**config.mk**
```make
export PLATFORM = sky130hd
export DESIGN_NAME = device_id_string_validator
export DESIGN_NICKNAME = d
export VERILOG_FILES = /design/src/hdl/idv_pkg.sv /design/src/hdl/idv_accum.sv /design/src/hdl/idv_verdict.sv /design/src/hdl/device_id_string_validator.sv
export SDC_FILE = /design/constraint.sdc
export NUM_CORES = 1
export LEC_CHECK = 0
export BUFFER_PORTS_ARGS = -buffer_cell sky130_fd_sc_hd__buf_4
export CAP_MARGIN = 20
export CELL_PAD_IN_SITES_DETAIL_PLACEMENT = 1
export CELL_PAD_IN_SITES_GLOBAL_PLACEMENT = 2
export CORE_MARGIN = 1.5
export CORE_UTILIZATION = 25
export DETAILED_ROUTE_END_ITERATION = 12
export MAX_ROUTING_LAYER = met4
export PLACE_DENSITY = 0.69
export SLEW_MARGIN = 0
export SYNTH_ARGS = -nofsm -noshare
export SYNTH_HDL_FRONTEND = slang
export SYNTH_HIERARCHICAL = 1
export SYNTH_SLANG_ARGS = --single-unit
```
**constraint.sdc**
```tcl
create_clock -name i_clk -period 6.05 [get_ports i_clk]
set_input_delay 0.9075 -clock i_clk [delete_from_list [all_inputs] [get_ports i_clk]]
set_output_delay 0.9075 -clock i_clk [all_outputs]
set_load 0.05 [all_outputs]
```
**src/hdl/idv_pkg.sv**
```systemverilog
`default_nettype none
package idv_pkg;

    localparam int SERIAL_MAX_LEN_DEF = 32;

    localparam int CNT_W   = 6;
    localparam int LUHN_W  = 4;
    localparam int CODE_W  = 16;
    localparam int DIGIT_W = 4;
    localparam int KIND_W  = 2;
    localparam int MODE_W  = 2;
    localparam int CFG_IDX_W = 2;
    localparam int CFG_DATA_W = 2;

    localparam logic [KIND_W-1:0] KIND_SERIAL = 2'd0;
    localparam logic [KIND_W-1:0] KIND_MAC    = 2'd1;
    localparam logic [KIND_W-1:0] KIND_IMEI   = 2'd2;

    localparam logic [CFG_IDX_W-1:0] REG_ID_KIND   = 2'd0;
    localparam logic [CFG_IDX_W-1:0] REG_IMEI_MODE = 2'd1;

    localparam logic [MODE_W-1:0] MODE_BOTH = 2'd0;

    localparam logic [CNT_W-1:0] MAC_LEN    = 6'd12;
    localparam logic [CNT_W-1:0] IMEI_SHORT = 6'd14;
    localparam logic [CNT_W-1:0] IMEI_LONG  = 6'd15;

    localparam logic [CODE_W-1:0] CODE_ZERO  = 16'h0030;
    localparam logic [CODE_W-1:0] CODE_NINE  = 16'h0039;
    localparam logic [CODE_W-1:0] CODE_UA    = 16'h0041;
    localparam logic [CODE_W-1:0] CODE_UF    = 16'h0046;
    localparam logic [CODE_W-1:0] CODE_LA    = 16'h0061;
    localparam logic [CODE_W-1:0] CODE_LF    = 16'h0066;

    typedef struct packed {
        logic [CNT_W-1:0]  count;
        logic [LUHN_W-1:0] luhn;
        logic              only_dec;
        logic              only_hex;
    } t_acc;

    typedef struct packed {
        logic               id_valid;
        logic [DIGIT_W-1:0] check_digit;
    } t_result;

    function automatic logic is_dec(input logic [CODE_W-1:0] c);
        return (c >= CODE_ZERO) && (c <= CODE_NINE);
    endfunction

    function automatic logic is_hex(input logic [CODE_W-1:0] c);
        return is_dec(c) || ((c >= CODE_UA) && (c <= CODE_UF))
            || ((c >= CODE_LA) && (c <= CODE_LF));
    endfunction

    // Add one digit (doubled and folded when dbl) to a mod-10 sum.
    function automatic logic [LUHN_W-1:0] luhn_add(input logic [LUHN_W-1:0] sum,
                                                   input logic [DIGIT_W-1:0] d,
                                                   input logic dbl);
        logic [4:0] t;
        logic [4:0] s;
        t = dbl ? {d, 1'b0} : {1'b0, d};
        if (t >= 5'd10) begin
            t = t - 5'd9;
        end
        s = {1'b0, sum} + t;
        if (s >= 5'd10) begin
            s = s - 5'd10;
        end
        return s[LUHN_W-1:0];
    endfunction

    function automatic logic [DIGIT_W-1:0] luhn_check(input logic [LUHN_W-1:0] sum);
        return (sum == '0) ? '0 : (DIGIT_W'(10) - sum);
    endfunction

endpackage
`default_nettype wire

```
**src/hdl/idv_accum.sv**
```systemverilog
`default_nettype none
module idv_accum #(
    parameter int SERIAL_MAX_LEN = idv_pkg::SERIAL_MAX_LEN_DEF
) (
    input  wire logic                       i_clk,
    input  wire logic                       i_rst_n,
    input  wire logic                       i_step,
    input  wire logic [idv_pkg::CODE_W-1:0] i_char_code,
    input  wire logic                       i_last_char,
    output idv_pkg::t_acc                   o_next
);
    import idv_pkg::*;

    localparam logic [CNT_W-1:0] CAP = CNT_W'(SERIAL_MAX_LEN + 1);

    t_acc r_acc;
    t_acc n_acc;
    logic dec;

    assign dec = is_dec(i_char_code);

    always_comb begin
        n_acc = r_acc;
        if ((r_acc.count < IMEI_SHORT) && dec) begin
            n_acc.luhn = luhn_add(r_acc.luhn, i_char_code[DIGIT_W-1:0], r_acc.count[0]);
        end
        if (!dec) begin
            n_acc.only_dec = 1'b0;
        end
        if (!is_hex(i_char_code)) begin
            n_acc.only_hex = 1'b0;
        end
        if (r_acc.count < CAP) begin
            n_acc.count = r_acc.count + 1'b1;
        end
    end

    assign o_next = n_acc;

    always_ff @(posedge i_clk) begin
        if (!i_rst_n) begin
            r_acc <= '{count: '0, luhn: '0, only_dec: 1'b1, only_hex: 1'b1};
        end else if (i_step) begin
            if (i_last_char) begin
                r_acc <= '{count: '0, luhn: '0, only_dec: 1'b1, only_hex: 1'b1};
            end else begin
                r_acc <= n_acc;
            end
        end
    end

endmodule
`default_nettype wire

```
**src/hdl/idv_verdict.sv**
```systemverilog
`default_nettype none
module idv_verdict #(
    parameter int SERIAL_MAX_LEN = idv_pkg::SERIAL_MAX_LEN_DEF
) (
    input  wire idv_pkg::t_acc              i_acc,
    input  wire logic [idv_pkg::CODE_W-1:0] i_char_code,
    input  wire logic [idv_pkg::KIND_W-1:0] i_id_kind,
    input  wire logic [idv_pkg::MODE_W-1:0] i_imei_mode,
    output idv_pkg::t_result                o_result
);
    import idv_pkg::*;

    localparam logic [CNT_W-1:0] MAX_LEN = CNT_W'(SERIAL_MAX_LEN);

    logic [DIGIT_W-1:0] chk;
    logic               allow14;
    logic               allow15;
    logic               digits_14_15;

    assign chk          = luhn_check(i_acc.luhn);
    assign allow14      = (i_imei_mode == MODE_BOTH) || i_imei_mode[0];
    assign allow15      = (i_imei_mode == MODE_BOTH) || i_imei_mode[1];
    assign digits_14_15 = (i_acc.count == IMEI_SHORT) || (i_acc.count == IMEI_LONG);

    always_comb begin
        o_result = '{id_valid: 1'b0, check_digit: '0};
        unique case (i_id_kind)
            KIND_SERIAL: begin
                o_result.id_valid = (i_acc.count != '0) && (i_acc.count <= MAX_LEN);
            end
            KIND_MAC: begin
                o_result.id_valid = (i_acc.count == MAC_LEN) && i_acc.only_hex;
            end
            KIND_IMEI: begin
                priority if (allow15 && (i_acc.count == IMEI_LONG)) begin
                    o_result.id_valid = i_acc.only_dec
                        && (i_char_code == (CODE_ZERO + CODE_W'(chk)));
                end else if (allow14 && (i_acc.count == IMEI_SHORT)) begin
                    o_result.id_valid = i_acc.only_dec;
                end else begin
                    o_result.id_valid = 1'b0;
                end
                if (i_acc.only_dec && digits_14_15) begin
                    o_result.check_digit = chk;
                end
            end
            default: begin
                o_result = '{id_valid: 1'b0, check_digit: '0};
            end
        endcase
    end

endmodule
`default_nettype wire

```
**src/hdl/device_id_string_validator.sv**
```systemverilog
// Identifier string validator (serial number, MAC address, IMEI with Luhn check).
// Throughput: one character per cycle, back to back, unless a closing character waits on a held result.
// The input register loads at the accepting edge; the result register loads from it when
// the closing character advances, after which the result is valid.
// Reset (synchronous, active low) clears string state, configuration and valids.
`default_nettype none
module device_id_string_validator #(
    parameter int SERIAL_MAX_LEN = idv_pkg::SERIAL_MAX_LEN_DEF
) (
    input  wire logic                           i_clk,
    input  wire logic                           i_rst_n,
    input  wire logic                           i_in_valid,
    output wire logic                           o_in_ready,
    input  wire logic [idv_pkg::CODE_W-1:0]     i_char_code,
    input  wire logic                           i_last_char,
    output wire logic                           o_out_valid,
    input  wire logic                           i_out_ready,
    output wire logic                           o_id_valid,
    output wire logic [idv_pkg::DIGIT_W-1:0]    o_check_digit,
    input  wire logic                           i_cfg_valid,
    output wire logic                           o_cfg_ready,
    input  wire logic [idv_pkg::CFG_IDX_W-1:0]  i_cfg_index,
    input  wire logic [idv_pkg::CFG_DATA_W-1:0] i_cfg_data
);
    import idv_pkg::*;

    logic               r_s1_valid;
    logic [CODE_W-1:0]  r_s1_code;
    logic               r_s1_last;
    logic               r_out_valid;
    t_result            r_out;
    logic [KIND_W-1:0]  r_id_kind;
    logic [MODE_W-1:0]  r_imei_mode;

    logic    s1_advance;
    logic    in_accept;
    t_acc    acc_next;
    t_result result;

    assign s1_advance = r_s1_valid && (!r_s1_last || !r_out_valid || i_out_ready);
    assign in_accept  = i_in_valid && o_in_ready;

    assign o_in_ready    = !r_s1_valid || s1_advance;
    assign o_out_valid   = r_out_valid;
    assign o_id_valid    = r_out.id_valid;
    assign o_check_digit = r_out.check_digit;
    assign o_cfg_ready   = 1'b1;

    always_ff @(posedge i_clk) begin
        if (!i_rst_n) begin
            r_id_kind   <= KIND_SERIAL;
            r_imei_mode <= MODE_BOTH;
        end else if (i_cfg_valid) begin
            if (i_cfg_index == REG_ID_KIND) begin
                r_id_kind <= i_cfg_data;
            end else if (i_cfg_index == REG_IMEI_MODE) begin
                r_imei_mode <= i_cfg_data;
            end
        end
    end

    always_ff @(posedge i_clk) begin
        if (!i_rst_n) begin
            r_s1_valid <= 1'b0;
        end else if (in_accept) begin
            r_s1_valid <= 1'b1;
        end else if (s1_advance) begin
            r_s1_valid <= 1'b0;
        end
    end

    always_ff @(posedge i_clk) begin
        if (in_accept) begin
            r_s1_code <= i_char_code;
            r_s1_last <= i_last_char;
        end
    end

    idv_accum #(
        .SERIAL_MAX_LEN(SERIAL_MAX_LEN)
    ) u_accum (
        .i_clk       (i_clk),
        .i_rst_n     (i_rst_n),
        .i_step      (s1_advance),
        .i_char_code (r_s1_code),
        .i_last_char (r_s1_last),
        .o_next      (acc_next)
    );

    idv_verdict #(
        .SERIAL_MAX_LEN(SERIAL_MAX_LEN)
    ) u_verdict (
        .i_acc       (acc_next),
        .i_char_code (r_s1_code),
        .i_id_kind   (r_id_kind),
        .i_imei_mode (r_imei_mode),
        .o_result    (result)
    );

    always_ff @(posedge i_clk) begin
        if (!i_rst_n) begin
            r_out_valid <= 1'b0;
        end else if (s1_advance && r_s1_last) begin
            r_out_valid <= 1'b1;
        end else if (i_out_ready) begin
            r_out_valid <= 1'b0;
        end
    end

    always_ff @(posedge i_clk) begin
        if (s1_advance && r_s1_last) begin
            r_out <= result;
        end
    end

endmodule
`default_nettype wire

```
==> flow_summary.yaml, run 1 <==
status:
  status: "finished, final reports clean"
synth:
  async_reset_ff_frac: 0
  yosysMostFrequentCell: "nand2_1"
  synth-main-ff-cell: "edfxtp_1"
  post_synth_main_area_contributors: "edfxtp_1 27%, dfxtp_1 15%, ha_1 5.1%, nand2_1 4.8%, xnor2_1 4.3%"
  yosys_warnings: 6
  synth_mux_area_frac: 0.0292
  synth_cell_types: 57
  synth_compound_area_frac: 0.162
  synthTopCellsByCount: "31 x nand2_1, 22 x edfxtp_1, 19 x nor2_1, 18 x dfxtp_1, 13 x o21ai_0"
  yosys.area_share.adder: 0.0594
  syn_area_um2: 2440
  syn_inst: 250
  synth_top_family_by_area: "simple AND/OR/NAND/NOR gates"
  synth_top_area_frac: 0.270
  syn_avg_cell_area_um2: 9.77
  yosys.area.top_type: "edfxtp_1"
  synth_edf_count: 22
  synth-xor-area-share: 0.0574
  synth-seq-area-share: 0.418
  synth_seq_cells: 40
  syn_nets: 287
  synthSimpleGateAreaFrac: 0.236
sta:
  holdWs_ps: 485
  setup_violations: 0
  finClkSkew_ps: 4.68
  fin_setup_tns_ps: 0
  hold_viol_final: 0
  relSlewSlack: 0.528
  fin_crit_sh: 0.933
  period_minus_slack_ps: 5650
  slew_viol_final: 0
  rsz0062_at_grt: "false"
  fmax_mhz: 177
  tightest_slew_ps: 708
finish:
  layout.nets: 321
  area_delta_synth_final_pct: 19.7
  fin_cells: 414
  drive_gt1_frac: 0.218
  n_antenna_cell: 0
  fillers: 1124
clock_network:
  ctsResizeCount: 0
  clkSlewWorstSetupHoldPaths_ps: 80
  cts_setup_buffers: 0
  insertion_delay_ps: 290
  cts_sinks: 40
  cts_max_path_buffers: 2
  ctsHoldBuffers: 0
  root_buffer: "clkbuf_8"
  cts_made_buffers: 5
  htreeDepth: 2
  cts_tree: "done"
detailed_routing:
  post_drt_via_cell_ratio: 4.80
  routed_wl_um: 6050
  route.detailed.drc: 0
  drtIter0Drc: 76
  drt_first_pass_iters: 5
  via_count: 1988
  ant_nets: 0
  drt-wirelength-per-cell_um: 14.6
global_routing:
  grt_antenna_before_repair: 0
  grt_use_total: 0.131
  gr-total-overflow: 0
  grt_pass1_vias: 2022
  grt_max_degree: 23
  grt_pass1_wl_um: 10100
floorplanning:
  die_w_um: 102
  fp.dieH_um: 102
  die_area_um2: 10400
  initial_core_util: 0.261
  coreArea_um2: 9370
  rows: 35
  io_pins: 34
setup_path:
  cp_data_required_time_ps: 6170
  crit_path_max_fanout: 17
  endpoint_kind: "flop"
  critPathArrivalTime_ps: 5760
  cp-start-kind: "flop"
  critPathKind: "flop to flop"
  rrSetupSlack_ps: 400
min_path:
  hp-class: "flop to flop"
placed_design:
  gp_congestion: 0.841
  io_buffers: 32
  dp_hpwl_um: 4790
  dpl.cell_count: 406
power:
  power_leakage_nw: 1.11
  pwr_density_cell_nw_per_um2: 211
  p_total_w: 0.000617
  ir_drop_mv: 0.117
job:
  maxCapViolCount: 0
-- stage by stage --
| step | setup slack (ps) | utilization | cell area, um2 |
|---|---|---|---|
| 6_report | 403 | 0.312 | 2920 |
| 2_1_floorplan | 694 | - | 2440 |
| 3_3_place_gp | 662 | 0.300 | 2810 |
| 5_1_grt | 0.287 | 0.312 | 2920 |
| 4_1_cts | 377 | 0.312 | 2920 |
| 3_5_place_dp | 443 | 0.300 | 2810 |
-- state kept, by name, summed over array words and instances, names as in the netlist --
name	flops
r_id_kind	2
r_s1_code	16
o_check_digit	4
o_id_valid	1
r_s1_last	1
o_out_valid	1
r_s1_valid	1
u_accum/r_acc	12
r_imei_mode	2
-- cells in the final DEF, fill, tap and decap left out, drive strengths merged, types with 5 or more instances in the layout --
cell,netlist,layout
ha,10,10
dfxtp,18,18
a22oi,6,6
xnor2,12,12
buf,4,34
nand2b,5,5
o21ai,15,15
nand2,31,31
a211oi,5,5
nor2,20,20
mux2i,6,6
clkbuf,3,5
inv,11,11
edfxtp,22,22
nor2b,9,9
nand3,8,8
-- worst max-delay path, cell delays in order, from the launching register on --
cell      delay, ps
dfxtp_1         690
mux2i_1         420
inv_1            90
ha_1            270
o32ai_1         240
buf_4           190
o21bai_1        100
nand2_1          80
o21ai_0          90
ha_1            240
fa_1            400
xnor2_1         260
ha_1            250
nand2_1          70
a211oi_2        270
nor2b_1         110
o31ai_1         540
nor2_2          120
mux2_2          290
a221oi_2        290
xnor2_1         120
o41ai_2         340
-- final cells by class --
| cell class | count | area, um2 | share of cell area |
|---|---|---|---|
| Clock inverter | 3 | 42.5 | 0.0145 |
| Multi-Input combinational cell | 192 | 1330 | 0.456 |
| Sequential cell | 40 | 1020 | 0.349 |
| Tap cell | 129 | 161 | 0.0552 |
| Clock buffer | 5 | 68.8 | 0.0235 |
| Inverter | 11 | 41.3 | 0.0141 |
| Timing Repair Buffer | 34 | 255 | 0.0873 |
-- cell families after synthesis --
family                     count (synthesis)
buffers and inverters                     18
DFF                                       40
AOI/OAI and AO/OA                         52
and+or+nand+nor                          105
xor gates and xnor gates                  16
adders and majority gates                 11
muxes                                      7
other                                      1
-- per-layer routing --
layer	vias up	track usage	wire length (um)
li1	980	-	-
met4	0	0.0348	68
met5	-	-	0
met2	41	0.232	3090
met3	7	0.0205	176
met1	960	0.155	2720
-- path summary, 6_finish.rpt --
kind / startpoint / cells after the start / end
worst max-delay path: u_accum/r_acc[6]$_SDFFE_PN0P_ / 21 / o_id_valid$_DFFE_PP_
worst min-delay path: r_imei_mode[1]$_SDFFE_PN0P_ / 2 / r_imei_mode[1]$_SDFFE_PN0P_
worst max register to register: u_accum/r_acc[6]$_SDFFE_PN0P_ / 21 / o_id_valid$_DFFE_PP_
worst min register to register: r_imei_mode[1]$_SDFFE_PN0P_ / 2 / r_imei_mode[1]$_SDFFE_PN0P_
-- power breakdown --
part,internal (W),switching [W],leakage [nW]
registers,0.000297,0.0000101,0.365
logic,0.0000405,0.0000482,0.688
clock network,0.000122,0.0000994,0.0541
Power figures use the tool's default switching activity.
==> inputs of run 2 (changes only) <==
--- a/config.mk
+++ b/config.mk
@@ -13,7 +13,7 @@
 export CORE_UTILIZATION = 25
 export DETAILED_ROUTE_END_ITERATION = 12
 export MAX_ROUTING_LAYER = met4
-export PLACE_DENSITY = 0.69
+export PLACE_DENSITY = 0.71
 export SLEW_MARGIN = 0
 export SYNTH_ARGS = -nofsm -noshare
 export SYNTH_HDL_FRONTEND = slang
==> constraint.sdc (replaced) <==
create_clock -name i_clk -period 4.55 [get_ports i_clk]
set_input_delay 0.6825 -clock i_clk [delete_from_list [all_inputs] [get_ports i_clk]]
set_output_delay 0.6825 -clock i_clk [all_outputs]
set_load 0.05 [all_outputs]
==> flow_summary.yaml, run 2 (synthesized netlist as in run 1, its figures left out) <==
finish:
  fin_util: 0.342
  layout.nets: 340
  area_delta_synth_final_pct: 31.2
  layout_common_cells: "53 x buf_4, 30 x nand2_1, 22 x edfxtp_1, 18 x nor2_1, 17 x dfxtp_1"
  n_antenna_cell: 0
  regMostFlops: "r_s1_code"
  layout_commonest_cell: "buf_4"
  drive_gt1_frac: 0.326
  fillers: 1092
  largest_reg_flops: 16
  fin_cells: 433
detailed_routing:
  via_count: 2058
  drtIter0Drc: 37
  post_drt_via_cell_ratio: 4.75
  drt_first_pass_iters: 4
  routed_wl_um: 6560
  ant_nets: 0
  drt-wirelength-per-cell_um: 15.2
  route.detailed.drc: 0
power:
  combPwrFrac: 0.176
  p_total_w: 0.000855
  power.internal_w: 0.000629
  pwr_density_cell_nw_per_um2: 267
  netSwitchingFraction: 0.264
  power.switching_w: 0.000226
  ir_drop_mv: 0.182
  seqPwrFrac: 0.475
  pwr-share-clk: 0.349
  power_leakage_nw: 1.23
clock_network:
  htreeDepth: 2
  cts_tree: "done"
  insertion_delay_ps: 300
  clkSlewWorstSetupHoldPaths_ps: 90
  ctsHoldBuffers: 0
  root_buffer: "clkbuf_8"
  cts_max_path_buffers: 2
  cts_made_buffers: 5
  cts_sinks: 40
setup_path:
  crit_path_max_fanout: 8
  timing.rr.end: "o_id_valid$_DFFE_PP_"
  r2r-start: "u_accum/r_acc[6]$_SDFFE_PN0P_"
  crit_top_cell: "a21o_1"
  r2r_cells: 20
  cpPeakStageDelay_ps: 410
  endpoint_kind: "flop"
  crit_chain: "mux2i_4 -> inv_2 -> ha_4 -> o32ai_4 -> buf_4 -> xor2_1 -> o21ai_1 -> ha_2 -> fa_2 -> a21o_1 -> a21o_1 -> and4_4 -> a211oi_4 -> nor2b_2 -> o31ai_4 -> nor2_2 -> mux2_4 -> a221oi_4 -> xnor2_1 -> o41ai_2"
  critPathArrivalTime_ps: 4680
  critPathKind: "flop to flop"
  rrSetupSlack_ps: -10
  cp-start-kind: "flop"
  slowest_stage: "dfxtp_4"
  cp_data_required_time_ps: 4660
placed_design:
  dpl.cell_count: 417
  gp_congestion: 0.832
  io_buffers: 32
  dp_hpwl_um: 5070
min_path:
  hold_path_end: "r_imei_mode[1]$_SDFFE_PN0P_"
  holdPathStages: 2
  hp-class: "flop to flop"
  min-delay-start: "r_imei_mode[1]$_SDFFE_PN0P_"
floorplanning:
  coreArea_um2: 9370
  initial_core_util: 0.261
  fp.dieH_um: 102
  io_pins: 34
  rows: 35
  die_area_um2: 10400
  die_w_um: 102
sta:
  finClkSkew_ps: 9.53
  fin_ws_ps: -14.1
  fin_crit_sh: 1.00
  setup_violations: 1
  tightest_slew_ps: 716
  relSlewSlack: 0.522
  period_minus_slack_ps: 4560
  fmax_mhz: 219
  rsz0062_at_grt: "true"
  slew_viol_final: 0
  hold_viol_final: 0
status:
  status: "finished with violations"
  failed_checks: "setup timing"
global_routing:
  grt_pass1_wl_um: 10300
  grt_max_degree: 23
  grt_use_total: 0.133
  grt_antenna_before_repair: 0
  grt_pass1_vias: 2099
  gr-total-overflow: 0
job:
  maxCapViolCount: 0
## run 2: stage by stage
stage / setup TNS [ps] / setup slack (ps) / instance area, um2 / hold slack [ps]
floorplan: 0 / 17.6 / 2530 / 446
global placement: 0 / 82.3 / 2970 / 469
detailed placement: -82.1 / -82.1 / 2970 / 478
CTS: 0 / 5.94 / 3110 / 490
global route: -306 / -218 / 3210 / 525
finish: -14.1 / -14.1 / 3210 / 483
## run 2: critical path, delay by kind of cell, from the launching register on
kind            cells  cell delay (ps)
simple gates        3              390
compound gates      8             1740
mux                 2              530
fa+ha+maj           3              790
flops               1              410
buf+inv             2              240
xor+xnor            2              290
## run 2: metal layers
metal / global-route usage / routed length, um / vias up
met2: 0.232 / 3330 / 44
met5: - / 0 / -
li1: - / - / 1014
met4: 0.0369 / 117 / 0
met1: 0.159 / 2920 / 989
met3: 0.0246 / 196 / 11
## run 2: power groups by stage
stage / registers (W) / logic, W / clock network, W
final: 0.000406 / 0.000151 / 0.000298
after floorplan: 0.000414 / 0.0000889 / 0
after CTS: 0.000406 / 0.000137 / 0.000311
after global placement: 0.000414 / 0.000133 / 0
after global routing: 0.000408 / 0.000166 / 0.000322
after detailed placement: 0.000415 / 0.000135 / 0
## run 2: how the worst max path moves through the flow
stage | startpoint | end | slack (ps) | cells past startpoint
5_1_grt | u_accum/r_acc[6]$_SDFFE_PN0P_ | o_id_valid$_DFFE_PP_ | -220 | 20
4_1_cts | u_accum/r_acc[6]$_SDFFE_PN0P_ | o_id_valid$_DFFE_PP_ | 6 | 20
2_1_floorplan | u_accum/r_acc[6]$_SDFFE_PN0P_ | o_id_valid$_DFFE_PP_ | 20 | 21
6_report | u_accum/r_acc[6]$_SDFFE_PN0P_ | o_id_valid$_DFFE_PP_ | -10 | 20
3_5_place_dp | u_accum/r_acc[6]$_SDFFE_PN0P_ | o_id_valid$_DFFE_PP_ | -80 | 20
3_3_place_gp | r_s1_code[0]$_DFFE_PP_ | o_id_valid$_DFFE_PP_ | 80 | 20
## run 2: layout make-up
| class | instances | area, um2 | share of cell area |
|---|---|---|---|
| flip-flops and latches | 40 | 1020 | 0.320 |
| multi-input cells | 192 | 1470 | 0.459 |
| clock inverters | 2 | 35.0 | 0.0109 |
| repair buffers | 53 | 398 | 0.124 |
| inverters | 11 | 41.3 | 0.0129 |
| clock buffers | 6 | 72.6 | 0.0226 |
| well taps | 129 | 161 | 0.0504 |
## run 2: repair_timing
| action | 4_1_cts | 5_1_grt |
|---|---|---|
| buffers inserted | 2 | 7 |
| gates resized for setup | 2 | 12 |
| endpoints found under the setup margin | 1 | 2 |
| pin swaps | 2 | 1 |
| endpoints found under the hold margin | 0 | 0 |
